$ cat src/rtl/core/lsb_first_frame_field_unpacker_assert.svh
// Assertion macros for the frame field unpacker.
`ifndef LSB_FIRST_FRAME_FIELD_UNPACKER_ASSERT_SVH
`define LSB_FIRST_FRAME_FIELD_UNPACKER_ASSERT_SVH

`ifndef ASSERT_OFF
`define LFFU_ASSERT(label, clk, rst, prop) \
   label: assert property (@(posedge clk) disable iff (rst) prop) \
      else $error("lffu assertion failed");
`define LFFU_ASSERT_NEVER(label, clk, rst, expr) \
   label: assert property (@(posedge clk) disable iff (rst) !(expr)) \
      else $error("lffu forbidden condition");
`else
`define LFFU_ASSERT(label, clk, rst, prop)
`define LFFU_ASSERT_NEVER(label, clk, rst, expr)
`endif

`endif

$ cat src/rtl/core/lffu_pkg.sv
// Shared types and constants for the frame field unpacker.
package lffu_pkg;

   localparam int WIDE_CHANNELS_DEFAULT = 8;
   localparam int NARROW_COUNT_DEFAULT  = 8;

   localparam logic [4:0] WIDE_BITS   = 5'd20;
   localparam logic [4:0] NARROW_BITS = 5'd16;
   localparam logic [4:0] BYTE_BITS   = 5'd8;
   localparam int         WIDE_SHIFT  = 12;

   localparam int QUEUE_DEPTH = 4;
   localparam int QUEUE_PTR_W = $clog2(QUEUE_DEPTH);
   localparam int QUEUE_CNT_W = $clog2(QUEUE_DEPTH + 1);

   typedef struct packed {
      logic signed [31:0] field_value;
      logic [3:0]         channel_index;
      logic               is_wide;
      logic               frame_end;
      logic               truncated;
   } result_type;

   typedef struct packed {
      logic       first_valid;
      result_type first;
      logic       second_valid;
      result_type second;
   } result_pair_type;

endpackage

$ cat src/rtl/core/lffu_core.sv
// Bit buffer, field extraction and frame sequencing for one beat per cycle while fire is high.
module lffu_core #(
   parameter int WIDE_CHANNELS = lffu_pkg::WIDE_CHANNELS_DEFAULT,
   parameter int NARROW_COUNT  = lffu_pkg::NARROW_COUNT_DEFAULT
) (
   input  logic                      clock,
   input  logic                      reset,
   input  logic                      fire,
   input  logic [7:0]                data_byte,
   input  logic                      end_of_stream,
   output lffu_pkg::result_pair_type results
);
   import lffu_pkg::*;

   localparam bit HAS_FIELDS = (WIDE_CHANNELS + NARROW_COUNT) > 0;
   localparam bit HAS_WIDE   = WIDE_CHANNELS > 0;
   localparam bit HAS_NARROW = NARROW_COUNT > 0;
   localparam logic [3:0] WIDE_LAST   = 4'(WIDE_CHANNELS - 1);
   localparam logic [3:0] NARROW_LAST = 4'(NARROW_COUNT - 1);

   logic [31:0] buffer_ff, buffer_in;
   logic [4:0]  held_ff, held_in;
   logic [3:0]  counter_ff, counter_in;
   logic        narrow_grp_ff, narrow_grp_in;
   logic        started_ff, started_in;

   logic        narrow;
   logic [4:0]  need;
   logic [31:0] merged;
   logic [4:0]  held_sum;
   logic        complete;
   logic [3:0]  last;
   logic        wrap;
   logic        to_narrow;
   logic        fend;
   result_type  field_res;
   result_type  trunc_res;
   logic        trunc;

   always_comb begin
      narrow    = narrow_grp_ff || !HAS_WIDE;
      need      = narrow ? NARROW_BITS : WIDE_BITS;
      merged    = buffer_ff | ({24'b0, data_byte} << held_ff);
      held_sum  = held_ff + BYTE_BITS;
      complete  = HAS_FIELDS && (held_sum >= need);
      last      = narrow ? NARROW_LAST : WIDE_LAST;
      wrap      = counter_ff >= last;
      to_narrow = !narrow && HAS_NARROW;
      fend      = wrap && !to_narrow;

      field_res.field_value   = narrow ? {{16{merged[15]}}, merged[15:0]}
                                       : {merged[19:0], {WIDE_SHIFT{1'b0}}};
      field_res.channel_index = counter_ff;
      field_res.is_wide       = !narrow;
      field_res.frame_end     = fend;
      field_res.truncated     = 1'b0;

      trunc_res = '0;
      trunc_res.truncated = 1'b1;

      buffer_in     = buffer_ff;
      held_in       = held_ff;
      counter_in    = counter_ff;
      narrow_grp_in = narrow_grp_ff;
      started_in    = started_ff;

      if (HAS_FIELDS) begin
         if (complete) begin
            buffer_in  = merged >> need;
            held_in    = held_sum - need;
            started_in = !fend;
            if (wrap) begin
               counter_in    = 4'd0;
               narrow_grp_in = to_narrow;
            end else begin
               counter_in = counter_ff + 4'd1;
            end
         end else begin
            buffer_in = merged;
            held_in   = held_sum;
         end
      end

      trunc = end_of_stream && started_in;

      if (end_of_stream) begin
         buffer_in     = '0;
         held_in       = '0;
         counter_in    = '0;
         narrow_grp_in = 1'b0;
         started_in    = 1'b0;
      end

      results = '0;
      if (fire) begin
         if (complete) begin
            results.first_valid  = 1'b1;
            results.first        = field_res;
            results.second_valid = trunc;
            results.second       = trunc_res;
         end else begin
            results.first_valid = trunc;
            results.first       = trunc_res;
         end
      end
   end

   always_ff @(posedge clock) begin
      if (reset) begin
         buffer_ff     <= '0;
         held_ff       <= '0;
         counter_ff    <= '0;
         narrow_grp_ff <= 1'b0;
         started_ff    <= 1'b0;
      end else if (fire) begin
         buffer_ff     <= buffer_in;
         held_ff       <= held_in;
         counter_ff    <= counter_in;
         narrow_grp_ff <= narrow_grp_in;
         started_ff    <= started_in;
      end
   end

endmodule

$ cat src/rtl/core/lffu_result_fifo.sv
// Small result queue taking up to two results per cycle, one out per cycle while out_ready is high.
module lffu_result_fifo (
   input  logic                      clock,
   input  logic                      reset,
   input  lffu_pkg::result_pair_type wr,
   output logic                      room,
   output logic                      out_valid,
   input  logic                      out_ready,
   output lffu_pkg::result_type      out_data
);
   import lffu_pkg::*;

   result_type entries_ff [QUEUE_DEPTH];
   logic [QUEUE_PTR_W-1:0] wr_ptr_ff, wr_ptr_in;
   logic [QUEUE_PTR_W-1:0] rd_ptr_ff, rd_ptr_in;
   logic [QUEUE_CNT_W-1:0] count_ff, count_in;
   logic [QUEUE_PTR_W-1:0] wr_next;
   logic [QUEUE_CNT_W-1:0] pushes;
   logic                   pop;

   always_comb begin
      out_valid = count_ff != '0;
      out_data  = entries_ff[rd_ptr_ff];
      pop       = out_valid && out_ready;
      room      = count_ff <= QUEUE_CNT_W'(QUEUE_DEPTH - 2);
      wr_next   = wr_ptr_ff + QUEUE_PTR_W'(1);
      pushes    = QUEUE_CNT_W'(wr.first_valid) + QUEUE_CNT_W'(wr.second_valid);
      count_in  = count_ff + pushes - QUEUE_CNT_W'(pop);
      wr_ptr_in = wr_ptr_ff + QUEUE_PTR_W'(pushes);
      rd_ptr_in = rd_ptr_ff + QUEUE_PTR_W'(pop);
   end

   always_ff @(posedge clock) begin
      if (reset) begin
         wr_ptr_ff <= '0;
         rd_ptr_ff <= '0;
         count_ff  <= '0;
      end else begin
         wr_ptr_ff <= wr_ptr_in;
         rd_ptr_ff <= rd_ptr_in;
         count_ff  <= count_in;
      end
   end

   always_ff @(posedge clock) begin
      if (wr.first_valid) begin
         entries_ff[wr_ptr_ff] <= wr.first;
      end
      if (wr.second_valid) begin
         entries_ff[wr_next] <= wr.second;
      end
   end

endmodule

$ cat src/rtl/core/lsb_first_frame_field_unpacker.sv
// Unpacks LSB-first bit-continuous frames of wide (20-bit) and narrow
// (16-bit) signed fields from a byte stream. A byte is taken every cycle
// while the result queue has room; each byte yields zero or one field
// beat, plus a truncation beat when it ends the stream after a field of
// an unfinished frame. A four-entry result queue decouples the sides;
// req_ready falls only while that queue lacks room for two results, which
// happens only after rsp has been stalled.
`include "lsb_first_frame_field_unpacker_assert.svh"

module lsb_first_frame_field_unpacker #(
   parameter int WIDE_CHANNELS = lffu_pkg::WIDE_CHANNELS_DEFAULT,
   parameter int NARROW_COUNT  = lffu_pkg::NARROW_COUNT_DEFAULT
) (
   input  logic               clock,
   input  logic               reset,
   input  logic               req_valid,
   output logic               req_ready,
   input  logic [7:0]         req_data_byte,
   input  logic               req_end_of_stream,
   output logic               rsp_valid,
   input  logic               rsp_ready,
   output logic signed [31:0] rsp_field_value,
   output logic [3:0]         rsp_channel_index,
   output logic               rsp_is_wide,
   output logic               rsp_frame_end,
   output logic               rsp_truncated
);
   import lffu_pkg::*;

   localparam logic [3:0] WIDE_LAST   = 4'(WIDE_CHANNELS - 1);
   localparam logic [3:0] NARROW_LAST = 4'(NARROW_COUNT - 1);

   logic            in_valid_ff;
   logic [7:0]      in_byte_ff;
   logic            in_eos_ff;
   logic            room;
   logic            proc_fire;
   result_pair_type pair;
   result_type      head;
   logic            wide_end;
   logic            narrow_end;
   logic            trunc_beat;
   logic            trunc_clean;

   assign proc_fire = in_valid_ff && room;
   assign req_ready = !in_valid_ff || proc_fire;

   always_ff @(posedge clock) begin
      if (reset) begin
         in_valid_ff <= 1'b0;
      end else if (req_ready) begin
         in_valid_ff <= req_valid;
      end
   end

   always_ff @(posedge clock) begin
      if (req_valid && req_ready) begin
         in_byte_ff <= req_data_byte;
         in_eos_ff  <= req_end_of_stream;
      end
   end

   lffu_core #(
      .WIDE_CHANNELS (WIDE_CHANNELS),
      .NARROW_COUNT  (NARROW_COUNT)
   ) u_core (
      .clock         (clock),
      .reset         (reset),
      .fire          (proc_fire),
      .data_byte     (in_byte_ff),
      .end_of_stream (in_eos_ff),
      .results       (pair)
   );

   lffu_result_fifo u_fifo (
      .clock     (clock),
      .reset     (reset),
      .wr        (pair),
      .room      (room),
      .out_valid (rsp_valid),
      .out_ready (rsp_ready),
      .out_data  (head)
   );

   assign rsp_field_value   = head.field_value;
   assign rsp_channel_index = head.channel_index;
   assign rsp_is_wide       = head.is_wide;
   assign rsp_frame_end     = head.frame_end;
   assign rsp_truncated     = head.truncated;

   assign wide_end    = rsp_valid && rsp_frame_end && rsp_is_wide;
   assign narrow_end  = rsp_valid && rsp_frame_end && !rsp_is_wide && !rsp_truncated;
   assign trunc_beat  = rsp_valid && rsp_truncated;
   assign trunc_clean = (rsp_field_value == 32'sd0) && !rsp_is_wide && !rsp_frame_end;

   `LFFU_ASSERT(a_wide_end_index, clock, reset, wide_end |-> rsp_channel_index == WIDE_LAST)
   `LFFU_ASSERT(a_narrow_end_index, clock, reset, narrow_end |-> rsp_channel_index == NARROW_LAST)
   `LFFU_ASSERT(a_trunc_empty, clock, reset, trunc_beat |-> trunc_clean)
   `LFFU_ASSERT_NEVER(a_second_alone, clock, reset, pair.second_valid && !pair.first_valid)

endmodule
$ cat config.mk
export PLATFORM = sky130hd
export DESIGN_NAME = lsb_first_frame_field_unpacker
export DESIGN_NICKNAME = d
export VERILOG_FILES = /design/src/rtl/core/lffu_pkg.sv /design/src/rtl/core/lffu_core.sv /design/src/rtl/core/lffu_result_fifo.sv /design/src/rtl/core/lsb_first_frame_field_unpacker.sv
export VERILOG_INCLUDE_DIRS = /design/src /design/src/rtl/core
export SDC_FILE = /design/constraint.sdc
export NUM_CORES = 1
export LEC_CHECK = 0
export ABC_AREA = 1
export BUFFER_PORTS_ARGS = -buffer_cell sky130_fd_sc_hd__buf_2
export CORE_AREA = 2 2 175 177
export CTS_BUF_LIST = sky130_fd_sc_hd__clkbuf_4 sky130_fd_sc_hd__clkbuf_8 sky130_fd_sc_hd__clkbuf_16
export DETAILED_ROUTE_END_ITERATION = 10
export DIE_AREA = 0 0 177 179
export MAX_ROUTING_LAYER = met4
export SKIP_CTS_REPAIR_TIMING = 1
export SLEW_MARGIN = 10
export SYNTH_ARGS = -nofsm -noshare
export SYNTH_HDL_FRONTEND = slang
export SYNTH_SLANG_ARGS = --single-unit
$ cat constraint.sdc
create_clock -name clock -period 2.7 [get_ports clock]
set_input_delay 0.27 -clock clock [delete_from_list [all_inputs] [get_ports clock]]
set_output_delay 0.27 -clock clock [all_outputs]
set_load 0.01 [all_outputs]
# Yosys cells after proc, flatten, opt, wreduce, memory -nomap -nowiden
# Memories as Yosys holds them, arrays and structs flattened. A register that Yosys moved wholly into a read port is not among the register bits.
# Cells that the tools add are included.
# totals
register_bits,60
ramBits,156
output_inout_bits,41
word_cells,63
n_memories,1
# memory_table
memory,words,word_bits,rd,rd_clocked_by_memory_dff,write_ports,line_no,rtl
u_fifo.entries_ff,4,39,1,1,2,lffu_result_fifo.sv:13,result_type entries_ff [QUEUE_DEPTH];
# classes
addsub,9
order_cmp,3
shifts,2
muxes,22
bitwise,1
reduce_logical,14
# op_table
operator,n
32-bit 2-to-1 mux,3
40-bit 2-to-1 mux,2
80-bit 2-to-1 mux,1
32-bit OR,1
8-bit by 5-bit << shifter with 32-bit output,1
32-bit by 5-bit right shift with 32-bit output,1
4-bit 2-to-1 mux,3
5-bit 2-to-1 mux,2
1-bit 2-to-1 mux,9
5-bit by 4-bit adder with 5-bit output (second input constant),1
5-bit >= comparator,1
1-bit logical AND,5
5-bit subtractor,1
4-bit by 1-bit adder with 4-bit output (second input constant),1
4-bit by 3-bit >= comparator with 1-bit output (second input constant),1
2-bit nonzero test,2
3-bit adder,1
3-bit by 2-bit less-or-equal comparator with 1-bit output (second input constant),1
1-bit logical NOT,3
3-bit 2-to-1 mux,1
3-bit AND reduction,1
3-bit nonzero test,1
3-bit by 1-bit subtractor with 3-bit output,1
1-bit by 1-bit adder with 2-bit output,1
6 further kinds,6

# Depth between registers and ports, before layout
# Gate-level depths: netlist of the first run.
# depth
depth_word,10
ltp_mapped,18
ltp_nobuf,16

# Modules after synthesis
# From an unflattened synthesis of the first run, not the netlist that was laid out.
# hier_totals
hier_cells,1438
area_unflattened_um2,11855.1
# modules_own_cells
module,n_inst,cells_per_inst,area_each_um2,seq_area_each_um2
lffu_result_fifo,1,903,8261.7,4824.6
lffu_core,1,518,3268.1,820.8
lsb_first_frame_field_unpacker,1,17,325.3,290.3

# Worst setup path after synthesis of the first run
# No wires, ideal clock.
# synth_timing
path_kind,reg2reg
start,register u_core.held_ff[3]
end,register u_fifo.count_ff[2]
arrival_time_ns,2.823
slack_ns,-0.250
stages_incl_launch_ff,17
path_buffers,2
period_less_slack_ns,2.950
cell_sequence,dfxtp_1 > buf_4 > inv_1 > buf_2 > ha_1 > inv_1 > nand3_1 > nand3_1 > nand2_2 > nor3_1 > ha_1 > inv_1 > ha_1 > fa_1 > xor2_1 > inv_1 > nor2_1
# synth_between
elab_chain_cells,9
elab_cells_between_ends,10
# synth_rtl
element,line_no,rtl
"start, declared",lffu_core.sv:22,"logic [4:0] held_ff, held_in;"
"start signal, assigned",lffu_core.sv:117,held_ff <= held_in;
5-bit by 4-bit adder with 5-bit output *,lffu_core.sv:44,held_sum = held_ff + BYTE_BITS;
5-bit >= comparator *,lffu_core.sv:45,complete = HAS_FIELDS && (held_sum >= need);
1-bit 2-to-1 mux,lffu_core.sv:68,if (complete) begin
1-bit logical AND,lffu_core.sv:84,trunc = end_of_stream && started_in;
40-bit 2-to-1 mux,lffu_core.sv:96,if (complete) begin
80-bit 2-to-1 mux *,lffu_core.sv:95,if (fire) begin
1-bit by 1-bit adder with 2-bit output *,lffu_result_fifo.sv:27,pushes = QUEUE_CNT_W'(wr.first_valid) + QUEUE_CNT_W'(wr.second_valid);
3-bit adder *,lffu_result_fifo.sv:28,count_in = count_ff + pushes - QUEUE_CNT_W'(pop);
3-bit by 1-bit subtractor with 3-bit output *,lffu_result_fifo.sv:28,
"end signal, assigned",lffu_result_fifo.sv:41,count_ff <= count_in;
"end, declared",lffu_result_fifo.sv:16,"logic [QUEUE_CNT_W-1:0] count_ff, count_in;"
# Mark *: on every way between the ends. The rest lies on a longest branch, timed or not.
# A chain may end at the register's enable or synchronous reset.

# Worst setup path in the final report of the first run
# Ends and elaborated chain as after synthesis.

==> metrics.cfg, run 1 <==
[logic_synthesis]
synthCells=1541
synth-warning-count=0
synth_ff_type=dfxtp_1
synth_area_sq_um=10300
yosys.cell_types.count=32
synth.net_count=1566
ys_ff_latch=214
ys_seq_area_frac=0.430
synth_edf_count=13
syn_area_per_cell_sq_um=6.66
synth_top_cell_by_area=dfxtp_1
async_reset_ff_frac=0
ys_top_cells_by_area=dfxtp_1, nand2_1, nand3_1
synth.top_cell.area_share=0.392

[worst_setup_path]
cp_max_fo=5
reg2reg_to=u_fifo.count_ff[2]$_SDFF_PP0_
r2r_setup_slack_ns=0.22
worstSetupStartpointType=flip-flop
critPathKind=reg -> reg
cp.arrival_ns=2.87
reg2reg_depth=14
r2r-start=u_core.held_ff[3]$_SDFFE_PP0P_
end_kind=flip-flop
cp.required_ns=3.09

[global_route]
grt_max_degree=69
grt_pass1_wl_mm=48.5
grt-ovfl-total=0
grt_pass1_vias=9217
grt_usage=0.196
antenna_found_initial=0

[route]
num_vias=9767
final_antenna_net_count=0
viasPerCell=4.93
totalWireLength_mm=30.0
dr.pass1.iters=6
dr.first_iter.drc_count=762
remaining_drc_errors=0
routedWlPerCell_um=15.1

[cts]
clk_pin_slew_ns=0.06
worstSkewPairLatency_ns=0.52
cts_tree=built
root_buffer=clkbuf_16
cts_buffers=25
clock_path_buffers=3
cts-htree-levels=1
cts_num_sinks=214

[placed_design]
gp_congestion=0.822
dp_hpwl_mm=18.8
numPortBuffers=53
placed_cells=1930

[pwr]
worst_ir_drop_vdd_v=0.000387
p_total_uw=9280
clock_power_share=0.367
power_switching_uw=2970
power_density_nw_per_um2=775
netSwitchingFraction=0.320
intPower_uw=6300
power_frac_comb=0.259
cellLeakagePower_uw=0.00593
seq_power_share=0.374

[worst_hold_path]
worstHoldPathType=in -> reg
hold_end=in_valid_ff$_SDFFE_PP0N_
hold_path.startpoint=req_valid
min_path_cells=3

[timing]
final_hold_viol_count=0
setup_violations=0
slew_viol_final=0
fin_crit_sh=0.917
worstMarginPinSlew_ns=0.879
fin_skew_ns=0.0135
fmax_ghz=0.404
rsz0062_at_grt=no
final.setup.tns_ns=0
slew_headroom=0.413
post-route-min-period_ns=2.48

[finish]
area_growth_pct=16.6
regArea_sq_um=4420
final_cell_count_no_fill=1983
multi_input_area_sq_um=5060
fillers=3174
antenna_cells=0
final_nets=1595
utilization=0.399
drive_gt1_frac=0.108

[floorplanning]
die_width_um=177
die_area_sq_um=31700
fp.dieH_um=179
coreArea_sq_um=30000
ios=54
start_util=0.342
fp-row-count=64

[flow_run]
maxCapViolCount=0

[outcome]
status=finished clean

## cell families (layout without fill, tap and decap cells)
logic type | count (synthesis) | count (layout) | share of synthesized area
buf+inv | 209 | 255 | 0.0849
xor+xnor | 4 | 4 | 0.00341
flops | 214 | 214 | 0.430
fa+ha+maj | 12 | 12 | 0.0154
simple gates | 886 | 886 | 0.356
compound gates | 216 | 216 | 0.110
## through the flow
step | hold WS, ns | setup slack [ns] | instance area, sq um
after floorplan | 0.369 | 0.0237 | 10400
after global placement | 0.448 | 0.229 | 11000
after detailed placement | 0.448 | 0.213 | 11000
after CTS | -0.0992 | 0.197 | 11900
after global routing | 0.0477 | 0.0763 | 12000
final | 0.0270 | 0.225 | 12000
## layout by cell type, fill, tap and decap left out, drive strengths merged
cell	instances
o211ai	2
clkbuf	37
nand4	15
fa	1
o21bai	4
nand3	192
xor2	2
a21oi	137
xnor2	2
clkinv	4
dlygate4sd3	9
dfxtp	201
clkinvlp	1
inv	112
a21boi	7
and3	4
nor2	153
o22ai	7
bufinv	2
buf	90
o21ai	59
nand2	520
nor3	2
edfxtp	13
ha	11
## state kept, by name, indices dropped and copies added, names as in the netlist
name               cells
u_fifo.entries_ff    156
u_core.buffer_ff      32
in_byte_ff             8
u_core.counter_ff      4
u_core.held_ff         3
u_fifo.count_ff        3
u_fifo.rd_ptr_ff       2
u_fifo.wr_ptr_ff       2
in_eos_ff              1
in_valid_ff            1
u_core.narrow          1
u_core.started_ff      1
## metal layers
layer  vias to the layer above  GRT usage  routed length [um]
met1                      4455      0.257               14100
met3                        38     0.0257                1730
met5                         -          -                   0
met2                       284      0.318               13500
met4                         0     0.0530                 563
li1                       4990          -                   -
## synth_stat cells, drive strengths merged, types with 4 or more instances
cell and instances:
edfxtp 13, clkbuf 51, nand2 520, o22ai 7, nand3 192, and3 4
a21boi 7, o21bai 4, nand4 15, nor2 153, dfxtp 201, buf 46
ha 11, o21ai 59, a21oi 137, inv 110
## worst max-delay path by stage
stage	depth (start not counted)	startpoint	slack (ns)	end
after CTS	14	u_core.held_ff[3]$_SDFFE_PP0P_	0.20	u_fifo.count_ff[2]$_SDFF_PP0_
after floorplan	16	u_core.held_ff[3]$_SDFFE_PP0P_	0.02	u_fifo.count_ff[2]$_SDFF_PP0_
after global placement	14	u_core.held_ff[3]$_SDFFE_PP0P_	0.23	u_fifo.count_ff[2]$_SDFF_PP0_
after detailed placement	14	u_core.held_ff[3]$_SDFFE_PP0P_	0.21	u_fifo.count_ff[2]$_SDFF_PP0_
final	14	u_core.held_ff[3]$_SDFFE_PP0P_	0.22	u_fifo.count_ff[2]$_SDFF_PP0_
after global routing	13	u_core.held_ff[2]$_SDFFE_PP0P_	0.08	u_fifo.entries_ff[2][15]$_SDFFE_PP0P_
## cell type report
class	count	share of cell area
clock inverters	7	0.00763
multi-input cells	1118	0.423
flip-flops and latches	214	0.369
clock buffers	37	0.0619
inverters	112	0.0358
repair buffers	99	0.0613
well taps	396	0.0414
## power by group through the flow
stage                     clock network (uW)  logic, uW  registers, uW
after floorplan                            0       1560           3520
after global placement                     0       2400           3530
after detailed placement                   0       2410           3540
after CTS                               3480       2420           3470
after global routing                    3610       2710           3490
final                                   3400       2400           3470
## worst max-delay path, cell delays in order, from the launching register on
cell	delay, ns
dfxtp_2	0.33
inv_1	0.07
ha_4	0.25
inv_1	0.08
nand3_2	0.08
nand3_4	0.09
nand2_4	0.09
nor3_4	0.22
ha_4	0.16
inv_1	0.04
ha_1	0.29
fa_2	0.39
xor2_1	0.16
inv_1	0.06
nor2_1	0.03
Power figures use the tool's default switching activity.
==> inputs of run 2 (changes only) <==
- BUFFER_PORTS_ARGS: -buffer_cell sky130_fd_sc_hd__buf_2 -> unset
- CORE_AREA: 2 2 175 177 -> 2 2 201 154
- DIE_AREA: 0 0 177 179 -> 0 0 203 156
- DONT_BUFFER_PORTS: unset -> 1
==> run 2 against run 1 <==
Net effect:
- routed wire length rose by 2.4%
- setup slack got worse by 0.081 ns
- critical path depth stayed put
- flip-flop and latch count did not move
- clock-buffer cell count shrank 6
- register-to-register slack lost 0.08 ns
- combinational power decreased by 6%
- worst hold slack worse by 0.010 ns
- global-route usage grew 0.33 points
- largest power group unchanged
- clock power is 2% lower
==> metrics.cfg, run 2 (synthesis results as in run 1) <==
[finish]
final_nets=1553  ; -2.6%
drive_gt1_frac=0.0823  ; -0.0261
final_common_cell=nand2_1
final_cell_mix=nand2_1, dfxtp_1, nand3_1
top_regs=u_fifo.entries_ff (156), u_core.buffer_ff (32), in_byte_ff (8)
area_growth_pct=14.8
regMostFlops=u_fifo.entries_ff
antenna_cells=0  ; unchanged
largest_register_ffs=156  ; unchanged
fillers=3095  ; -2.5%

[worst_setup_path]
cp_cell_sequence=inv_1, ha_4, inv_1, nand3_2, nand3_4, nand2_4, nor3_4, ha_4, inv_1, ha_1, fa_2, xor2_1, inv_1, nor2_1
cp.arrival_ns=2.95  ; +0.08 ns
critPathKind=reg -> reg
critPathTopFamily=adder cells
cp_slowest_cell=fa_2
cp.required_ns=3.09  ; about the same
critPathMaxStageDelay_ns=0.40  ; about the same
end_kind=flip-flop
worstSetupStartpointType=flip-flop
cp_max_fo=6  ; +1
cp_common_cell=inv_1
cp_num_buf_inv=4  ; unchanged

[floorplanning]
ios=54  ; unchanged
coreArea_sq_um=29700  ; -1.2%
die_width_um=203  ; +15%
start_util=0.346  ; +0.00425
fp.dieH_um=156  ; -13%
die_area_sq_um=31700  ; about the same
fp-row-count=55  ; -14%

[timing]
setup_violations=0  ; unchanged
final_hold_viol_count=0  ; unchanged
slew_viol_final=0  ; unchanged
final.setup.tns_ns=0  ; unchanged
hold_ws_ns=0.0170  ; -0.0100 ns
fmax_ghz=0.391  ; -3.2%
post-route-min-period_ns=2.56  ; +0.0812 ns
slew_headroom=0.407  ; -0.00615
fin_crit_sh=0.947  ; +0.0301
worstMarginPinSlew_ns=0.888  ; +0.00921 ns
fin_skew_ns=0.0136  ; +0.0000887 ns
rsz0062_at_grt=no

[route]
dr.first_iter.drc_count=882  ; +16%
final_antenna_net_count=0  ; unchanged
dr.pass1.iters=7  ; +1
num_vias=9775  ; +0.082%
viasPerCell=5.03  ; +2.2%
totalWireLength_mm=30.7  ; +2.4%
remaining_drc_errors=0  ; unchanged
routedWlPerCell_um=15.8  ; +4.6%

[flow_run]
maxCapViolCount=0  ; unchanged

[global_route]
grt-ovfl-total=0  ; unchanged
grt_usage=0.199  ; +0.00330
antenna_found_initial=0  ; unchanged
grt_pass1_wl_mm=49.7  ; +2.5%
grt_max_degree=73  ; +5.8%
grt_pass1_vias=8862  ; -3.9%

[placed_design]
gp_congestion=0.837  ; +1.9%
numPortBuffers=0  ; -100%
dp_hpwl_mm=19.7  ; +4.7%

[outcome]
status=finished clean

[cts]
worstSkewPairLatency_ns=0.51  ; about the same
clk_pin_slew_ns=0.06  ; about the same
cts_num_sinks=214  ; unchanged
clock_path_buffers=3  ; unchanged
root_buffer=clkbuf_16
cts_buffers=22  ; -12%
cts_tree=built
cts-htree-levels=1  ; unchanged

[worst_hold_path]
worstHoldPathType=in -> reg

[pwr]
cellLeakagePower_uw=0.00573  ; -3.5%
worst_ir_drop_vdd_v=0.000477  ; +23%
power_density_nw_per_um2=769  ; -0.75%

[run 2: cell types whose count changed in the layout (fill, tap and decap cells not counted), sizes merged]
cell | before | now
inv | 112 | 111
dlygate4sd3 | 9 | 10
clkinv | 4 | 5
clkbuf | 37 | 31
bufinv | 2 | 3
buf | 90 | 50
[run 2: cell type report]
class                           count  area, sq um  share of cell area
Clock buffer                       31          678              0.0576
Tap cell                          399          499              0.0424
Inverter                          112          428              0.0363
Sequential cell                   214         4420               0.375
Timing Repair Buffer               60          576              0.0489
Clock inverter                      8          118             0.00999
Multi-Input combinational cell   1118         5060               0.430
[run 2: worst reg2reg max path: stages, from the launching register on]
cell     delay (ns)
dfxtp_4        0.38
inv_1          0.08
ha_4           0.25
inv_1          0.08
nand3_2        0.09
nand3_4        0.08
nand2_4        0.09
nor3_4         0.23
ha_4           0.16
inv_1          0.04
ha_1           0.30
fa_2           0.40
xor2_1         0.16
inv_1          0.06
nor2_1         0.03
[run 2: routing by layer]
metal | vias to the layer above | track usage | part of all wire
met3 | 32 | 0.0336 | 0.066
met2 | 325 | 0.299 | 0.42
met1 | 4509 | 0.285 | 0.50
met4 | 0 | 0.0302 | 0.012
li1 | 4909 | - | -
met5 | - | - | 0
[run 2: where the power goes]
group          switching [uW]  total [uW]  internal [uW]
sequential               83.1        3470           3390
combinational            1580        2260            687
clock                    1290        3330           2040
[run 2: through the flow]
stage	setup WS (ns)	std cells	total power, uW	utilization	instance area (sq um)
floorplan	0.0237	1541	5080	-	10400
CTS	0.112	1931	9120	0.393	11700
global route	0.00166	1942	9560	0.397	11800
global placement	0.199	1892	5770	0.366	10900
detailed placement	0.144	1892	5780	0.366	10900
finish	0.144	1942	9060	0.397	11800
[run 2: path summary, 6_finish.rpt]
kind | cells past startpoint | to | start | slack [ns]
min reg2reg | 2 | u_fifo.entries_ff[1][5]$_SDFFE_PP0P_ | u_fifo.entries_ff[1][5]$_SDFFE_PP0P_ | 0.46
max reg2reg | 14 | u_fifo.count_ff[2]$_SDFF_PP0_ | u_core.held_ff[3]$_SDFFE_PP0P_ | 0.14
min | 2 | u_core.held_ff[3]$_SDFFE_PP0P_ | reset | 0.02
max | 14 | u_fifo.count_ff[2]$_SDFF_PP0_ | u_core.held_ff[3]$_SDFFE_PP0P_ | 0.14
